==> src/rtl/accel_window_vibration_detector_assert.svh <==
// assertion macros, clocked on clk with asynchronous active-low reset rst_n
`ifndef ACCEL_WINDOW_VIBRATION_DETECTOR_ASSERT_SVH
`define ACCEL_WINDOW_VIBRATION_DETECTOR_ASSERT_SVH

// consequent must hold in the same cycle as the antecedent
`define AWVD_ASSERT_SAME(lbl, ante, cons) \
    lbl: assert property (@(posedge clk) disable iff (!rst_n) (ante) |-> (cons)) \
        else $error("awvd assertion failed");

// consequent must hold in the cycle after the antecedent
`define AWVD_ASSERT_NEXT(lbl, ante, cons) \
    lbl: assert property (@(posedge clk) disable iff (!rst_n) (ante) |=> (cons)) \
        else $error("awvd assertion failed");

`endif

==> src/rtl/awvd_pkg.sv <==
`timescale 1ns / 1ps

package awvd_pkg;

    localparam int AWVD_WINDOW_LEN = 10;

    localparam int SAMPLE_W = 12;
    localparam int MEAN_W   = 14;
    localparam int ENERGY_W = 28;
    localparam int RUN_W    = 5;
    localparam int LIMIT_W  = 4;
    localparam int CFG_W    = 28;
    localparam int CFG_IDX_W = 3;
    // squared deviation of one sample fits 27 bits (|d| <= 8192)
    localparam int PROD_W   = 27;

    localparam logic [CFG_IDX_W-1:0] CFG_OFFSET_X        = 3'd0;
    localparam logic [CFG_IDX_W-1:0] CFG_OFFSET_Y        = 3'd1;
    localparam logic [CFG_IDX_W-1:0] CFG_OFFSET_Z        = 3'd2;
    localparam logic [CFG_IDX_W-1:0] CFG_QUIET_THRESHOLD = 3'd3;
    localparam logic [CFG_IDX_W-1:0] CFG_BURST_THRESHOLD = 3'd4;
    localparam logic [CFG_IDX_W-1:0] CFG_BUSY_RUN_LIMIT  = 3'd5;
    localparam logic [CFG_IDX_W-1:0] CFG_QUIET_RUN_LIMIT = 3'd6;

    localparam logic [ENERGY_W-1:0] QUIET_THRESHOLD_RST = 28'd1000;
    localparam logic [ENERGY_W-1:0] BURST_THRESHOLD_RST = 28'd5000;
    localparam logic [LIMIT_W-1:0]  BUSY_RUN_LIMIT_RST  = 4'd4;
    localparam logic [LIMIT_W-1:0]  QUIET_RUN_LIMIT_RST = 4'd9;

    localparam logic signed [MEAN_W-1:0] OFFSET_LIMIT = 14'sd4096;
    localparam logic [RUN_W-1:0] RUN_MAX = 5'd31;

    typedef struct packed {
        logic wr;         // store sample, update running sum
        logic first;      // first sample of a window
        logic div_start;  // load divider
        logic div_sel_sq; // divide squared sum instead of sample sum
        logic mean_load;  // latch corrected mean
        logic acc_clear;  // clear squared-deviation accumulator
        logic rd;         // read one window entry for the deviation pass
    } awvd_lane_ctrl_t;

    typedef struct packed {
        logic [ENERGY_W-1:0] quiet_threshold;
        logic [ENERGY_W-1:0] burst_threshold;
        logic [LIMIT_W-1:0]  busy_run_limit;
        logic [LIMIT_W-1:0]  quiet_run_limit;
    } awvd_det_cfg_t;

    function automatic logic signed [MEAN_W-1:0] clamp_offset(
        input logic signed [MEAN_W-1:0] raw
    );
        logic signed [MEAN_W-1:0] o;
        o = raw;
        if (raw > OFFSET_LIMIT)
        begin
            o = OFFSET_LIMIT;
        end
        else if (raw < -OFFSET_LIMIT)
        begin
            o = -OFFSET_LIMIT;
        end
        return o;
    endfunction

endpackage

==> src/rtl/awvd_merge.sv <==
`timescale 1ns / 1ps

// combines lane results: energy, change detection, run counters, output register
module awvd_merge
    import awvd_pkg::*;
(
    input  logic                     clk,
    input  logic                     rst_n,
    input  logic                     req,
    input  logic                     out_stall,
    input  awvd_det_cfg_t            cfg,
    input  logic [ENERGY_W-1:0]      share_x,
    input  logic [ENERGY_W-1:0]      share_y,
    input  logic [ENERGY_W-1:0]      share_z,
    input  logic signed [MEAN_W-1:0] lane_mean_x,
    input  logic signed [MEAN_W-1:0] lane_mean_y,
    input  logic signed [MEAN_W-1:0] lane_mean_z,
    output logic                     done,
    output logic                     out_valid,
    output logic signed [MEAN_W-1:0] mean_x,
    output logic signed [MEAN_W-1:0] mean_y,
    output logic signed [MEAN_W-1:0] mean_z,
    output logic [ENERGY_W-1:0]      energy,
    output logic                     vibrating
);

    logic [ENERGY_W-1:0] e;
    logic [ENERGY_W-1:0] delta;
    logic [ENERGY_W-1:0] prev_energy_reg;
    logic [RUN_W-1:0]    busy_run_reg;
    logic [RUN_W-1:0]    busy_run_next;
    logic [RUN_W-1:0]    quiet_run_reg;
    logic [RUN_W-1:0]    quiet_run_next;
    logic                flag_reg;
    logic                flag_next;
    logic                out_valid_reg;
    logic                out_valid_next;

    logic signed [MEAN_W-1:0] mean_x_reg;
    logic signed [MEAN_W-1:0] mean_y_reg;
    logic signed [MEAN_W-1:0] mean_z_reg;
    logic [ENERGY_W-1:0]      energy_reg;

    assign done = req && (!out_valid_reg || !out_stall);
    assign e    = ENERGY_W'(share_x + share_y + share_z);
    assign delta = (e < prev_energy_reg) ? ENERGY_W'(prev_energy_reg - e)
                                         : ENERGY_W'(e - prev_energy_reg);

    always_comb
    begin
        busy_run_next  = busy_run_reg;
        quiet_run_next = quiet_run_reg;
        flag_next      = flag_reg;
        if (delta < cfg.quiet_threshold)
        begin
            busy_run_next = '0;
            if (quiet_run_reg < RUN_MAX)
            begin
                quiet_run_next = RUN_W'(quiet_run_reg + 1'b1);
            end
        end
        else
        begin
            if (busy_run_reg < RUN_MAX)
            begin
                busy_run_next = RUN_W'(busy_run_reg + 1'b1);
            end
            quiet_run_next = '0;
        end
        if (delta > cfg.burst_threshold
            || busy_run_next > {1'b0, cfg.busy_run_limit})
        begin
            flag_next     = 1'b1;
            busy_run_next = '0;
        end
        if (quiet_run_next > {1'b0, cfg.quiet_run_limit})
        begin
            flag_next      = 1'b0;
            quiet_run_next = '0;
        end
    end

    assign out_valid_next = done || (out_valid_reg && out_stall);

    always_ff @(posedge clk or negedge rst_n)
    begin
        if (!rst_n)
        begin
            prev_energy_reg <= '0;
            busy_run_reg    <= '0;
            quiet_run_reg   <= '0;
            flag_reg        <= 1'b0;
            out_valid_reg   <= 1'b0;
        end
        else
        begin
            out_valid_reg <= out_valid_next;
            if (done)
            begin
                prev_energy_reg <= e;
                busy_run_reg    <= busy_run_next;
                quiet_run_reg   <= quiet_run_next;
                flag_reg        <= flag_next;
            end
        end
    end

    always_ff @(posedge clk)
    begin
        if (done)
        begin
            mean_x_reg <= lane_mean_x;
            mean_y_reg <= lane_mean_y;
            mean_z_reg <= lane_mean_z;
            energy_reg <= e;
        end
    end

    assign out_valid = out_valid_reg;
    assign mean_x    = mean_x_reg;
    assign mean_y    = mean_y_reg;
    assign mean_z    = mean_z_reg;
    assign energy    = energy_reg;
    assign vibrating = flag_reg;

endmodule

==> config.mk <==
export PLATFORM = sky130hd
export DESIGN_NAME = awvd_merge
export DESIGN_NICKNAME = d
export VERILOG_FILES = /design/src/rtl/accel_window_vibration_detector_assert.svh /design/src/rtl/awvd_pkg.sv /design/src/rtl/awvd_merge.sv
export SDC_FILE = /design/constraint.sdc
export NUM_CORES = 1
export LEC_CHECK = 0
export ABC_AREA = 1
export ABC_CLOCK_PERIOD_IN_PS = 5550
export BUFFER_PORTS_ARGS = -buffer_cell sky130_fd_sc_hd__buf_2
export CORE_MARGIN = 5
export CORE_UTILIZATION = 56
export CTS_CLUSTER_DIAMETER = 30
export DETAILED_ROUTE_END_ITERATION = 16
export PLACE_DENSITY_LB_ADDON = 0.08
export SYNTH_ARGS = -nofsm -noshare
export SYNTH_HDL_FRONTEND = slang
export SYNTH_SLANG_ARGS = --single-unit
==> constraint.sdc <==
create_clock -name clk -period 5.55 [get_ports clk]
set_input_delay 0.2775 -clock clk [delete_from_list [all_inputs] [get_ports clk]]
set_output_delay 0.2775 -clock clk [all_outputs]
set_load 0.005 [all_outputs]
* Word-level counts from Yosys, hierarchy flattened *
Index checks and enable logic that the tools add are counted.

word-level totals
  register bits after elaboration = 110
  bits of input ports = 194
  output and inout port bits = 73
  logic and storage cells = 40

operators by class
  add/subtract/negate cells = 6
  magnitude comparators = 7
  multiplexer cells = 9
  reduce and logical (&&, ||, !) cells = 9

operators with widths
  kind                                               number
  adder 28 bit                                       2
  less-than comparator 28 bit                        2
  subtractor 28 bit                                  2
  2-to-1 mux 5 bit                                   6
  > comparator 28 bit                                1
  2-to-1 mux 28 bit                                  1
  adder 5 x 1 -> 5 bit, second input constant        2
  > comparator 5 x 4 -> 1 bit                        2
  less-than comparator 5 bit, second input constant  2
  logical OR 1 bit                                   3
  logical AND 1 bit                                  2
  logical NOT 1 bit                                  2
  2-to-1 mux 1 bit                                   2
  AND reduction 2 bit                                1
  nonzero test 2 bit                                 1

* Logic depth before layout (Yosys ltp) *
  depth after elaboration = 10
  mapped depth = 47

* Least setup slack after synthesis *
No wires, ideal clock.

  path kind = input port to flip-flop
  start point = input share_x[1]
  end point = register flag_reg (netlist: vibrating)
  setup time = 0.120 ns
  data arrival time = 5.874 ns
  setup slack = -0.444 ns
  cell stages on the path = 43
  buffers on the path = 2
  cells stage by stage = fa_1 ha_1 inv_1 fa_1 inv_1 nand3_1 nand2_1 nand2_1 nand2_1 nand2_1 nand2_1 nand3_1 nand2_1 xor2_1 ha_1 buf_4 a21oi_2 o21ai_1 [... 7 more ...] nand2_1 inv_1 ha_1 a21o_1 nor2_1 nand2_1 a21oi_1 nand2_1 o21ai_0 inv_1 ha_1 a21oi_1 o21ai_0 and2_1 o21ai_0 nand3_1 nand2_1 a21oi_1

on the way
  cells in the longest elaborated chain, start to end = 10
  elaborated cells on any way between the ends = 16
  those cells by class = 4 x add/sub; 5 x order compare; 4 x mux; 3 x reduce/logical

RTL lines
  item                                             RTL line           text
  start: declaration                               awvd_merge.sv:12   input logic [ENERGY_W-1:0] share_x,
  adder 28 bit (*) (2 in a row)                    awvd_merge.sv:45   assign e = ENERGY_W'(share_x + share_y + share_z);
  via e[15]                                        awvd_merge.sv:27   logic [ENERGY_W-1:0] e;
  subtractor 28 bit, or another cell as far along  awvd_merge.sv:47   : ENERGY_W'(e - prev_energy_reg);
  2-to-1 mux 28 bit (*)                            awvd_merge.sv:46   assign delta = (e < prev_energy_reg) ? ENERGY_W'(prev_energy_reg - e)
  less-than comparator 28 bit                      awvd_merge.sv:54   if (delta < cfg.quiet_threshold)
  2-to-1 mux 5 bit                                 awvd_merge.sv:54
  > comparator 5 x 4 -> 1 bit                      awvd_merge.sv:71   || busy_run_next > {1'b0, cfg.busy_run_limit})
  logical OR 1 bit                                 awvd_merge.sv:71
  nonzero test 2 bit (no source line)              -
  AND reduction 2 bit (no source line)             -
  end signal: assignment                           awvd_merge.sv:103  flag_reg <= flag_next;
  end: declaration                                 awvd_merge.sv:34   logic flag_reg;

The timed path passes the listed nets; every way through them passes the cells marked *.
A chain may end at the register's enable or synchronous reset.

* Worst setup path in the final report *
  start point = input share_z[1]
  end point = register quiet_run_reg[3]

on the way
  cells in the longest elaborated chain, start to end = 7
  elaborated cells on any way between the ends = 9
  those cells by class = 3 x add/sub; 3 x order compare; 3 x mux

RTL lines
  item                                             RTL line           text
  start: declaration                               awvd_merge.sv:14   input logic [ENERGY_W-1:0] share_z,
  adder 28 bit (*)                                 awvd_merge.sv:45
  via e[27]                                        awvd_merge.sv:27
  subtractor 28 bit, or another cell as far along  awvd_merge.sv:47
  2-to-1 mux 28 bit (*)                            awvd_merge.sv:46
  less-than comparator 28 bit (*)                  awvd_merge.sv:54
  2-to-1 mux 5 bit (*)                             awvd_merge.sv:54
  > comparator 5 x 4 -> 1 bit                      awvd_merge.sv:76   if (quiet_run_next > {1'b0, cfg.quiet_run_limit})
  2-to-1 mux 5 bit (*)                             awvd_merge.sv:76
  end signal: assignment                           awvd_merge.sv:102  quiet_run_reg <= quiet_run_next;
  end: declaration                                 awvd_merge.sv:32   logic [RUN_W-1:0] quiet_run_reg;

Marked as above.

==> out/results.txt <==
Row count: 52
RSZ-0062 raised after global routing: yes
Setup ws final: -0.467 ns
Status: finished with violations
Io pins: 267
Area leader, netlist: edfxtp_1
Ys flop type: edfxtp_1
DRT Pass-1 Iters: 7
Syn Nets: 1,978
Crit-path max FO: 7
First-pass GRT wire length: 61,400 um
Post-route cell area: 17,300 sq um
Crit start category: input pin
Setup TNS: -3.59 ns
Worst EP required: 5.83 ns
Total gr overflow: 0
Routed wire length: 43,200 um
CTS tree: done
Final min period: 6.02 ns
Drt wl/cell: 17.6 um
Class of the most critical setup path: input pin to flop
GPL Wtd Cong: 1.00
Synth top area share: 0.181
Final Max Slew Viols: 0
Vias post-DR: 13.4k
Max Root-Sink Buffers: 2
Fill cells: 1,205
Worst min-delay path class: input pin to asynchronous set/reset pin
Post-CTS Hold Fix Bufs: 0
Core area: 20,300 sq um
Syn Std Cell Area: 11,600 sq um
Antenna cell count: 0
H-tree depth: 3
Nets: 2,555
Fraction of layout instances using a drive strength above 1: 0.404
Clock-pin slew on the worst setup and hold paths: 0.09 ns
Pwr Density: 765 nW/um^2
Hold Fails Final Rpt: 0
Slowest stage delay, CP: 0.55 ns
Critical Path AT: 6.29 ns
Vias per cell: 5.44
EDFF count, synth: 70
Detailed placement HPWL: 31,100 um
Endpoints failing setup: 9
Commonest non-fill, non-tap cell in the layout: nand2_1
MaxCap Viol Count: 0
Final Cycle Share: 1.08
Cell mode on critical path: nand2_1
Post-synthesis sequential area ratio: 0.268
R2r startpoint: prev_energy_reg[0]$_DFFE_PN0P_
Die Y-Extent: 154 um
Starting Density: 0.571
Worst setup EP type: flop
Clk_lat worst skew: 0.37 ns
Synthesis-to-finish area growth: 49.7%
Clock sink count: 110
Global Route Usage Sum: 0.317
Num CTS Buffers: 9
Synth Register Bits: 110
Die ar.: 23,700 sq um
Crit. Startpoint: share_z[1]
Final ANT Viol Nets: 0
Slew at the pin with the worst max-slew slack: 1.00 ns
Pin count of the biggest net entering global routing: 76
Fmax: 166 MHz
Failing checks: setup timing
Synth Area per Inst: 7.21 sq um
Commonest cells after routing, fill and taps aside: nand2_1 (385), buf_4 (307), buf_2 (265)
Skew final: 0.0148 ns
Peak VDD IR: 0.351 mV
Ranking of synthesized cells by area: edfxtp_1 (18%), ha_1 (16%), nand2_1 (14%), inv_1 (9.2%), dfrtp_1 (8.6%)
Synth Warn #: 0
Clk root buf: clkbuf_16
Vias in the first global route: 12.9k
Slew HR: 0.331
IO buf count: 266
DRC: 0
Hold Slack: 0.0599 ns
Antenna violations before repair: 0
Slowest CP cell: fa_1
Ys async rst share: 0.364
DP Area: 15,300 sq um
Mapped Cells: 1,608
Count of cell types in the netlist: 42
Pleak: 9.09 nW
Die Wd: 154 um
DRT iter0 DRCs: 1,178
Pre-CTS setup slack: -1.09 ns
Final Power: 13.3 mW
[synthesized netlist by cell type, types with 11 or more instances]
library cell    n
dfrtp_1        40
a21o_1         11
nand3_1        62
ha_1          146
xor2_1         52
nand2_2        25
inv_1         283
fa_1           30
nand2_1       435
nand4_1        18
xnor2_1        15
a21oi_1       109
nor2_1        131
edfxtp_1       70
o21ai_0        93
[per-layer routing]
metal / track usage / vias to the layer above / part of all wire
met4: 0.141 / 0 / 0.056
li1: - / 6277 / -
met2: 0.560 / 722 / 0.49
met1: 0.386 / 6211 / 0.38
met3: 0.0424 / 171 / 0.071
met5: 0 / - / 0
[final cells by class]
type / count / area [sq um] / area share
inverters: 286 / 1090 / 0.0629
clock buffers: 9 / 225 / 0.0130
flip-flops and latches: 110 / 3100 / 0.179
repair inverters: 3 / 38.8 / 0.00224
repair buffers: 584 / 3820 / 0.220
multi-input cells: 1191 / 8630 / 0.498
clock inverters: 7 / 93.8 / 0.00541
well taps: 270 / 338 / 0.0195
[through the flow]
step           cells   util
6_report        2460  0.854
5_1_grt         2460  0.854
4_1_cts         2444  0.805
3_5_place_dp    2405  0.754
3_3_place_gp    2405  0.754
2_1_floorplan   1608      -
[cells by family (layout without fill, tap and decap cells)]
family,after synthesis,count (layout),share of synthesized area
xor gates and xnor gates,67,67,0.0506
buffers and inverters,307,889,0.106
adders and majority gates,176,176,0.209
DFF,110,110,0.268
and+or+nand+nor,700,700,0.249
AOI/OAI and AO/OA,248,248,0.117
[where the power goes]
part | leakage [nW] | internal [mW] | switching [mW]
Sequential | 1.17 | 1.06 | 0.103
Combinational | 7.76 | 5.12 | 6.29
Clock | 0.154 | 0.330 | 0.370
[worst max-delay path, delay by kind of cell]
family,cells,cell delay (ns)
buffers and inverters,9,0.87
adder cells (fa/ha/maj),6,1.83
AND/OR/NAND/NOR,24,2.44
AO/OA/AOI/OAI,6,0.87
[final timing paths]
check                           depth (start not counted)  slack [ns]                              to
max in group asynchronous                               1        4.84  prev_energy_reg[3]$_DFFE_PN0P_
min in group clk                                        1        0.07             mean_z[9]$_DFFE_PP_
worst max register to register                         29        0.73    quiet_run_reg[3]$_DFFE_PN0P_
worst max-delay path                                   45       -0.47    quiet_run_reg[3]$_DFFE_PN0P_
worst min-delay path                                    1        0.06             out_valid$_DFF_PN0_
worst min register to register                          2        0.51             out_valid$_DFF_PN0_
[repair_timing]
| action | in CTS | in global routing |
|---|---|---|
| pin swaps | 39 | 87 |
| endpoints found under the setup margin | 9 | 9 |
| cloned | 3 | 3 |
| endpoints found under the hold margin | 0 | 0 |
| resized for setup | 126 | 196 |
| setup buffers | 20 | 15 |
Power figures use the tool's default switching activity.
