### src/rtl/accel_window_vibration_detector_assert.svh
// assertion macros, clocked on clk with asynchronous active-low reset rst_n
`ifndef ACCEL_WINDOW_VIBRATION_DETECTOR_ASSERT_SVH
`define ACCEL_WINDOW_VIBRATION_DETECTOR_ASSERT_SVH

// consequent must hold in the same cycle as the antecedent
`define AWVD_ASSERT_SAME(lbl, ante, cons) \
    lbl: assert property (@(posedge clk) disable iff (!rst_n) (ante) |-> (cons)) \
        else $error("awvd assertion failed");

// consequent must hold in the cycle after the antecedent
`define AWVD_ASSERT_NEXT(lbl, ante, cons) \
    lbl: assert property (@(posedge clk) disable iff (!rst_n) (ante) |=> (cons)) \
        else $error("awvd assertion failed");

`endif

### src/rtl/awvd_pkg.sv
`timescale 1ns / 1ps

package awvd_pkg;

    localparam int AWVD_WINDOW_LEN = 10;

    localparam int SAMPLE_W = 12;
    localparam int MEAN_W   = 14;
    localparam int ENERGY_W = 28;
    localparam int RUN_W    = 5;
    localparam int LIMIT_W  = 4;
    localparam int CFG_W    = 28;
    localparam int CFG_IDX_W = 3;
    // squared deviation of one sample fits 27 bits (|d| <= 8192)
    localparam int PROD_W   = 27;

    localparam logic [CFG_IDX_W-1:0] CFG_OFFSET_X        = 3'd0;
    localparam logic [CFG_IDX_W-1:0] CFG_OFFSET_Y        = 3'd1;
    localparam logic [CFG_IDX_W-1:0] CFG_OFFSET_Z        = 3'd2;
    localparam logic [CFG_IDX_W-1:0] CFG_QUIET_THRESHOLD = 3'd3;
    localparam logic [CFG_IDX_W-1:0] CFG_BURST_THRESHOLD = 3'd4;
    localparam logic [CFG_IDX_W-1:0] CFG_BUSY_RUN_LIMIT  = 3'd5;
    localparam logic [CFG_IDX_W-1:0] CFG_QUIET_RUN_LIMIT = 3'd6;

    localparam logic [ENERGY_W-1:0] QUIET_THRESHOLD_RST = 28'd1000;
    localparam logic [ENERGY_W-1:0] BURST_THRESHOLD_RST = 28'd5000;
    localparam logic [LIMIT_W-1:0]  BUSY_RUN_LIMIT_RST  = 4'd4;
    localparam logic [LIMIT_W-1:0]  QUIET_RUN_LIMIT_RST = 4'd9;

    localparam logic signed [MEAN_W-1:0] OFFSET_LIMIT = 14'sd4096;
    localparam logic [RUN_W-1:0] RUN_MAX = 5'd31;

    typedef struct packed {
        logic wr;         // store sample, update running sum
        logic first;      // first sample of a window
        logic div_start;  // load divider
        logic div_sel_sq; // divide squared sum instead of sample sum
        logic mean_load;  // latch corrected mean
        logic acc_clear;  // clear squared-deviation accumulator
        logic rd;         // read one window entry for the deviation pass
    } awvd_lane_ctrl_t;

    typedef struct packed {
        logic [ENERGY_W-1:0] quiet_threshold;
        logic [ENERGY_W-1:0] burst_threshold;
        logic [LIMIT_W-1:0]  busy_run_limit;
        logic [LIMIT_W-1:0]  quiet_run_limit;
    } awvd_det_cfg_t;

    function automatic logic signed [MEAN_W-1:0] clamp_offset(
        input logic signed [MEAN_W-1:0] raw
    );
        logic signed [MEAN_W-1:0] o;
        o = raw;
        if (raw > OFFSET_LIMIT)
        begin
            o = OFFSET_LIMIT;
        end
        else if (raw < -OFFSET_LIMIT)
        begin
            o = -OFFSET_LIMIT;
        end
        return o;
    endfunction

endpackage

### src/rtl/awvd_divider.sv
`timescale 1ns / 1ps

// division by a fixed divisor through a reciprocal multiply, quotient registered and valid in the cycle after start
module awvd_divider
    import awvd_pkg::*;
#(
    parameter int W       = 31,
    parameter int DIVISOR = AWVD_WINDOW_LEN
)
(
    input  logic         clk,
    input  logic         start,
    input  logic [W-1:0] dividend,
    output logic [W-1:0] quotient
);

    // with the shift at W + clog2(DIVISOR) the rounded-up reciprocal is exact below 2**W
    localparam int SH = W + $clog2(DIVISOR);
    localparam int RW = W + 1;
    localparam int PW = W + RW;
    localparam longint unsigned RECIP =
        ((64'd1 << SH) + 64'(DIVISOR) - 64'd1) / 64'(DIVISOR);
    localparam logic [RW-1:0] RECIP_C = RW'(RECIP);

    logic [PW-1:0] prod_reg;
    logic [PW-1:0] prod_next;

    assign prod_next = PW'(dividend) * PW'(RECIP_C);

    always_ff @(posedge clk)
    begin
        if (start)
        begin
            prod_reg <= prod_next;
        end
    end

    assign quotient = W'(prod_reg >> SH);

endmodule

### src/rtl/awvd_lane.sv
`timescale 1ns / 1ps

// one axis: window memory, running sum, mean, squared-deviation pass
module awvd_lane
    import awvd_pkg::*;
#(
    parameter int WINDOW_LEN = AWVD_WINDOW_LEN
)
(
    input  logic                       clk,
    input  logic                       rst_n,
    input  awvd_lane_ctrl_t            ctrl,
    input  logic [$clog2(WINDOW_LEN)-1:0] wr_addr,
    input  logic [$clog2(WINDOW_LEN)-1:0] rd_addr,
    input  logic signed [SAMPLE_W-1:0] sample,
    input  logic signed [MEAN_W-1:0]   offset,
    output logic signed [MEAN_W-1:0]   mean,
    output logic [ENERGY_W-1:0]        share
);

    localparam int LW    = $clog2(WINDOW_LEN);
    localparam int SUM_W = SAMPLE_W + LW;
    localparam int SQ_W  = PROD_W + LW;
    localparam int DIV_W = SQ_W;

    logic signed [SAMPLE_W-1:0] mem [WINDOW_LEN];
    logic signed [SAMPLE_W-1:0] rd_data_reg;

    logic signed [SUM_W-1:0] sum_reg;
    logic signed [SUM_W-1:0] sum_next;
    logic signed [SUM_W-1:0] sample_ext;
    logic [SUM_W-1:0]        sum_abs;
    logic                    neg_reg;

    logic [DIV_W-1:0] div_in;
    logic [DIV_W-1:0] quotient;

    logic signed [SAMPLE_W:0] mean_mag;
    logic signed [MEAN_W-1:0] corr_next;
    logic signed [MEAN_W-1:0] corr_reg;

    logic signed [MEAN_W:0]     diff;
    logic signed [2*MEAN_W+1:0] diff_sq;
    logic [PROD_W-1:0]          prod_reg;
    logic                       v1_reg;
    logic                       v2_reg;
    logic [SQ_W-1:0]            sq_reg;

    always_ff @(posedge clk)
    begin
        if (ctrl.wr)
        begin
            mem[wr_addr] <= sample;
        end
        if (ctrl.rd)
        begin
            rd_data_reg <= mem[rd_addr];
        end
    end

    assign sample_ext = {{(SUM_W-SAMPLE_W){sample[SAMPLE_W-1]}}, sample};
    assign sum_next   = ctrl.first ? sample_ext : SUM_W'(sum_reg + sample_ext);
    assign sum_abs    = sum_reg[SUM_W-1] ? SUM_W'(-sum_reg) : sum_reg;
    assign div_in     = ctrl.div_sel_sq ? sq_reg : {{(DIV_W-SUM_W){1'b0}}, sum_abs};

    always_ff @(posedge clk)
    begin
        if (ctrl.wr)
        begin
            sum_reg <= sum_next;
        end
        if (ctrl.div_start && !ctrl.div_sel_sq)
        begin
            neg_reg <= sum_reg[SUM_W-1];
        end
    end

    awvd_divider #(
        .W       (DIV_W),
        .DIVISOR (WINDOW_LEN)
    ) u_div (
        .clk      (clk),
        .start    (ctrl.div_start),
        .dividend (div_in),
        .quotient (quotient)
    );

    // |mean| is at most 2048, so 12 quotient bits carry it
    always_comb
    begin
        mean_mag  = neg_reg ? -$signed({1'b0, quotient[SAMPLE_W-1:0]})
                            :  $signed({1'b0, quotient[SAMPLE_W-1:0]});
        corr_next = MEAN_W'({mean_mag[SAMPLE_W], mean_mag}) + clamp_offset(offset);
    end

    assign diff    = {{3{rd_data_reg[SAMPLE_W-1]}}, rd_data_reg}
                   - {corr_reg[MEAN_W-1], corr_reg};
    assign diff_sq = diff * diff;

    always_ff @(posedge clk)
    begin
        if (ctrl.mean_load)
        begin
            corr_reg <= corr_next;
        end
        if (v1_reg)
        begin
            prod_reg <= diff_sq[PROD_W-1:0];
        end
        if (ctrl.acc_clear)
        begin
            sq_reg <= '0;
        end
        else if (v2_reg)
        begin
            sq_reg <= SQ_W'(sq_reg + {{(SQ_W-PROD_W){1'b0}}, prod_reg});
        end
    end

    always_ff @(posedge clk or negedge rst_n)
    begin
        if (!rst_n)
        begin
            v1_reg <= 1'b0;
            v2_reg <= 1'b0;
        end
        else
        begin
            v1_reg <= ctrl.rd;
            v2_reg <= v1_reg;
        end
    end

    assign mean  = corr_reg;
    assign share = quotient[ENERGY_W-1:0];

endmodule

### config.mk
export PLATFORM = sky130hd
export DESIGN_NAME = awvd_lane
export DESIGN_NICKNAME = d
export VERILOG_FILES = /design/src/rtl/accel_window_vibration_detector_assert.svh /design/src/rtl/awvd_pkg.sv /design/src/rtl/awvd_divider.sv /design/src/rtl/awvd_lane.sv
export SDC_FILE = /design/constraint.sdc
export NUM_CORES = 2
export LEC_CHECK = 0
export ABC_AREA = 1
export CELL_PAD_IN_SITES_DETAIL_PLACEMENT = 2
export CELL_PAD_IN_SITES_GLOBAL_PLACEMENT = 2
export CORE_MARGIN = 3
export CORE_UTILIZATION = 45
export CTS_CLUSTER_SIZE = 16
export DETAILED_ROUTE_END_ITERATION = 12
export DONT_BUFFER_PORTS = 1
export PLACE_DENSITY = 0.88
export SLEW_MARGIN = 20
export SYNTH_ARGS = -nofsm -noshare
export SYNTH_HDL_FRONTEND = slang
export SYNTH_SLANG_ARGS = --single-unit
### constraint.sdc
create_clock -name clk -period 15.53 [get_ports clk]
set_input_delay 2.3295 -clock clk [delete_from_list [all_inputs] [get_ports clk]]
set_output_delay 2.3295 -clock clk [all_outputs]
set_load 0.005 [all_outputs]
# == Yosys cells after proc, flatten, opt, wreduce, memory -nomap -nowiden ==
# Memory sizes are Yosys's and may differ from the RTL's. A register that Yosys moved wholly into a read port is not among the register bits.
# Cells that the tools add are included.
# totals
out_inout_bits,42
memories,1
ff_bits,154
ram_bits,120
word_cells,29
in_bits,43
# mem_list
name,depth,word_bits,read_ports,rd_ports_with_merged_regs,write_ports,line,rtl
mem,10,12,1,1,1,awvd_lane.sv:26,logic signed [SAMPLE_W-1:0] mem [WINDOW_LEN];
# op_classes
muxes,8
addsub,6
n_mul,2
n_lt_le_gt_ge,2
reduce_logical,2
# ops
cell,n
$mul 31x32->63 const B,1
$mux 16,2
$add 31x27->31,1
$mux 31,1
$mux 14,2
$mul 15x15->27,1
$add 16x12->16,1
$neg 16->16,1
$sub 12x14->15,1
$add 14x14->14,1
$gt 14x14->1 const B,1
$lt 14x13->1 const B,1
$mux 13,1
$neg 12->13,1
$mux 1,2
$logic_and 1x1->1,1
$logic_not 1->1,1

# == Longest topological paths before layout ==
# logic_depth
word_depth,4
ltp_mapped,40
ltp_nobuf,40

# == By module ==
# Synthesis repeated with hierarchy kept, for this count alone.
# hier_totals
hier_cells,4115
hier_area_um2,34768.3
# by_module_without_submodules
module,instances,seq_area_each_um2,cells_per_inst,area_each_um2
awvd_lane,1,6346.1,2267,20061.7
awvd_divider,1,840.8,1848,14706.6

# == Worst setup path before layout ==
# OpenSTA, ideal clock, no wires.
# synth_timing
path_type,input port to flip-flop
start,in ctrl[3] (netlist name)
end,reg u_div.prod_reg[54] (data pin)
t_arrival_ns,8.531
path_slack_ns,6.739
path_buffers,2
setup_time_ns,0.260
t_required_ns,15.270
stages,27
cell_sequence,buf_4 inv_2 clkbuf_1 nand3_1 o21ai_0 inv_1 ha_1 fa_1 inv_1 fa_1 fa_1 inv_1 fa_1 fa_1 fa_1 inv_1 fa_1 inv_1 ha_1 nand2_1 inv_1 a21boi_0 o21ai_0 a21oi_1 o21a_1 nand2_1 xor2_1
# synth_between
elab_chain_len,2
# synth_lines
item,line,rtl
from (decl),awvd_lane.sv:12,"input awvd_lane_ctrl_t ctrl,"
$mux 31,awvd_lane.sv:64,"assign div_in = ctrl.div_sel_sq ? sq_reg : {{(DIV_W-SUM_W){1'b0}}, sum_abs};"
$mul 31x32->63,awvd_divider.sv:28,assign prod_next = PW'(dividend) * PW'(RECIP_C);
net u_div.prod_next[54],awvd_divider.sv:26,logic [PW-1:0] prod_next;
to (signal assigned),awvd_divider.sv:34,prod_reg <= prod_next;
to (decl),awvd_divider.sv:25,logic [PW-1:0] prod_reg;
# The timed path passes the listed nets, and every way through them passes these cells.
# A chain may end at the register's enable or synchronous reset.

# == Worst setup path after layout ==
# layout_timing
start,in ctrl[3] (netlist name)
end,reg u_div.prod_reg[47] (data pin)
# Same word-level chain as after synthesis.

==> out/results.ini <==
[setup_path]
r2r_start=sum_reg[1]$_DFFE_PP_
end_kind=flip-flop
r2r_setup_slack_ps=6110
ff2ff_path_depth=33
crit_top_cell=fa_1
critPathRequiredTime_ps=15880
critPathKind=in2reg
worst_r2r_endpoint=u_div.prod_reg[47]$_DFFE_PP_
max_stage_delay_ps=680
path_max_fanout=35
cp_data_arrival_time_ps=9910
crit_slowest_cell=fa_1
startpoint_type=input pin
path_cells=inv_2 > o21ai_0 > inv_1 > ha_1 > fa_1 > inv_1 > fa_1 > fa_1 > fa_1 > inv_1 > fa_1 > fa_1 > fa_1 > ha_1 > nand2_1 > nor2_1 > inv_1 > nor2_1 > nand2_1 > nor4_1 > o21ai_0 > nand3_1 > nand2_1

[synth]
synthAdderAreaFrac_pct=40.6
syn-cell-area_sq_um=34100
synth_cell_types=58
synth_nets=4847
synth_compound_area_share_pct=8.73
ys_seq_area_share_pct=21.0
synthCells=3942
ys_warn_count=0
synth-edff-count=217
post_synth_mux_area_share_pct=1.06
synth_top_area_share_pct=24.0
syn_area_per_cell_sq_um=8.66
synth_seq_cells=250
ys_top_cells_by_area=fa_1, edfxtp_1, ha_1
async_reset_ff_share_pct=0.800
yosys_most_used_dff=edfxtp_1
yosys.area.top_type=fa_1
synth_top_family_by_area=adder cells
synth-xor-area-share_pct=3.21
yosys.area_share.simple_pct=14.8

[routing]
routed_wirelength_mm=166
routedWlPerCell_microns=33.7
via_per_inst=6.29
postRouteAntennaNets=0
drc=0
num_vias=31026
drtIter0Drc=2828
dr.pass1.iters=7

[global_routing]
grt_pass1_wl_mm=246
grt_pass1_vias=36647
grt.total_usage_pct=42.1
antenna_found_initial=4
overflow=0
grt_max_degree=85

[placed_design]
gp_congestion=0.946
dp_slack_ps=5900
dp_hpwl_mm=120
port_buffers=0

[final_layout]
finalNetCount=4840
regArea_sq_um=7190
area_growth_pct=6.58
fill_cells=8095
mostFrequentLayoutCell=inv_1
antennaDiodeCount=0
final_cell_mix=inv_1, nand2_1, ha_1
postLayoutCoreUtil_pct=48.6
largest_register_ff_count=120
drive_gt1_share_pct=3.61
multi_input_area_sq_um=23400

[status]
outcome=complete, no violations

[clock_network]
clk_latency_ps=600
h-tree-depth=2
cts-buffers-inserted=34
cts_tree=built
holdBufCountCts=0
cts_setup_buffers=0
cts.sink_count=250
cts.clk_slew.worst_paths_ps=70
cts_root_buffer=clkbuf_16
clockBufferDepth=3
cts_resized=0

[timing]
grt_setup_unrepaired=no
fin_tns_setup_ps=0
layout_min_cycle_time_ps=9560
worst_slew_pin_slew_ps=1110
hold_viol=0
period_share_pct=61.5
post-route-worst-setup-slack_ps=5970
setup_viol=0
finClkSkew_ps=42.3
relSlewSlack_pct=25.6
slew_violations=0
fmax_ghz=0.105

[die]
die_x_microns=281
start_util_pct=45.6
pin_count=85
dieArea_sq_um=79200
dieHeight_microns=281
design.core.area_sq_um=74800
rows=100

[min_path]
hold_end=sq_reg[0]$_SDFFE_PP0P_
hold_class=reg2reg
holdPathStages=2
hold_start=sq_reg[0]$_SDFFE_PP0P_

[flow_run]
drv_cap=0

[area by class of cell]
type | count | area share (%)
clock inverters | 26 | 0.897
multi-input cells | 2746 | 64.2
inverters | 893 | 9.21
repair buffers | 10 | 0.217
clock buffers | 36 | 2.39
well taps | 969 | 3.33
flip-flops and latches | 250 | 19.8
[how the worst max path moves through the flow]
stage / from / endpoint / slack [ps]
6_report: ctrl[3] / u_div.prod_reg[47]$_DFFE_PP_ / 5970
4_1_cts: ctrl[3] / u_div.prod_reg[60]$_DFFE_PP_ / 6190
5_1_grt: sum_reg[1]$_DFFE_PP_ / u_div.prod_reg[60]$_DFFE_PP_ / 5840
3_3_place_gp: ctrl[3] / u_div.prod_reg[54]$_DFFE_PP_ / 6260
2_1_floorplan: ctrl[3] / u_div.prod_reg[54]$_DFFE_PP_ / 6740
3_5_place_dp: ctrl[3] / u_div.prod_reg[45]$_DFFE_PP_ / 5900
[worst max-delay path: cells and delay by family]
kind | cells | cell delay, ps
and+or+nand+nor | 7 | 1320
AOI/OAI and AO/OA | 2 | 770
buffers and inverters | 5 | 680
adders and majority gates | 9 | 4770
[routing by layer]
metal  global-route usage (%)  wire (microns)  share of wire [%]  vias to the layer above
met1                     45.5           58800                 35                    15891
met3                     10.5           12900                7.7                      876
met4                     30.2           14500                8.7                        2
met5                        0               8             0.0048                        -
met2                     72.1           80000                 48                     1763
li1                         -               -                  -                    12494
[synth_stat cells (all sizes together), types with 2 or more instances]
cell / n
nand3b: 6
inv: 891
buf: 20
nor3: 32
o2111ai: 2
clkbuf: 33
a221oi: 2
o211ai: 33
o21a: 10
xor2: 81
a21boi: 6
dfxtp: 31
nor3b: 13
a21o: 27
fa: 410
or2: 13
o31ai: 3
nand3: 119
nor4: 12
ha: 452
nor2: 364
mux2i: 36
a31oi: 13
a21oi: 211
nand4: 27
clkinv: 2
a31o: 3
xnor2: 39
o21ai: 182
a211oi: 2
o21bai: 28
dfrtp: 2
edfxtp: 217
nand2: 617
[kinds of logic after synthesis]
| family | after synthesis |
|---|---|
| compound gates | 524 |
| fa+ha+maj | 862 |
| mux | 36 |
| flops | 250 |
| xor+xnor | 120 |
| simple gates | 1204 |
| buf+inv | 946 |
[per-stage QoR]
stage                     hold slack (ps)  instances  cell area (sq um)
after global placement                470       4867              35200
final                                 513       4930              36400
after detailed placement              503       4867              35200
after floorplan                       453       3942              34100
after CTS                             509       4929              36400
after global routing                  544       4930              36400
Power is not shown: default switching activity piles up to over one toggle a cycle in this logic, so the estimate is an artifact.
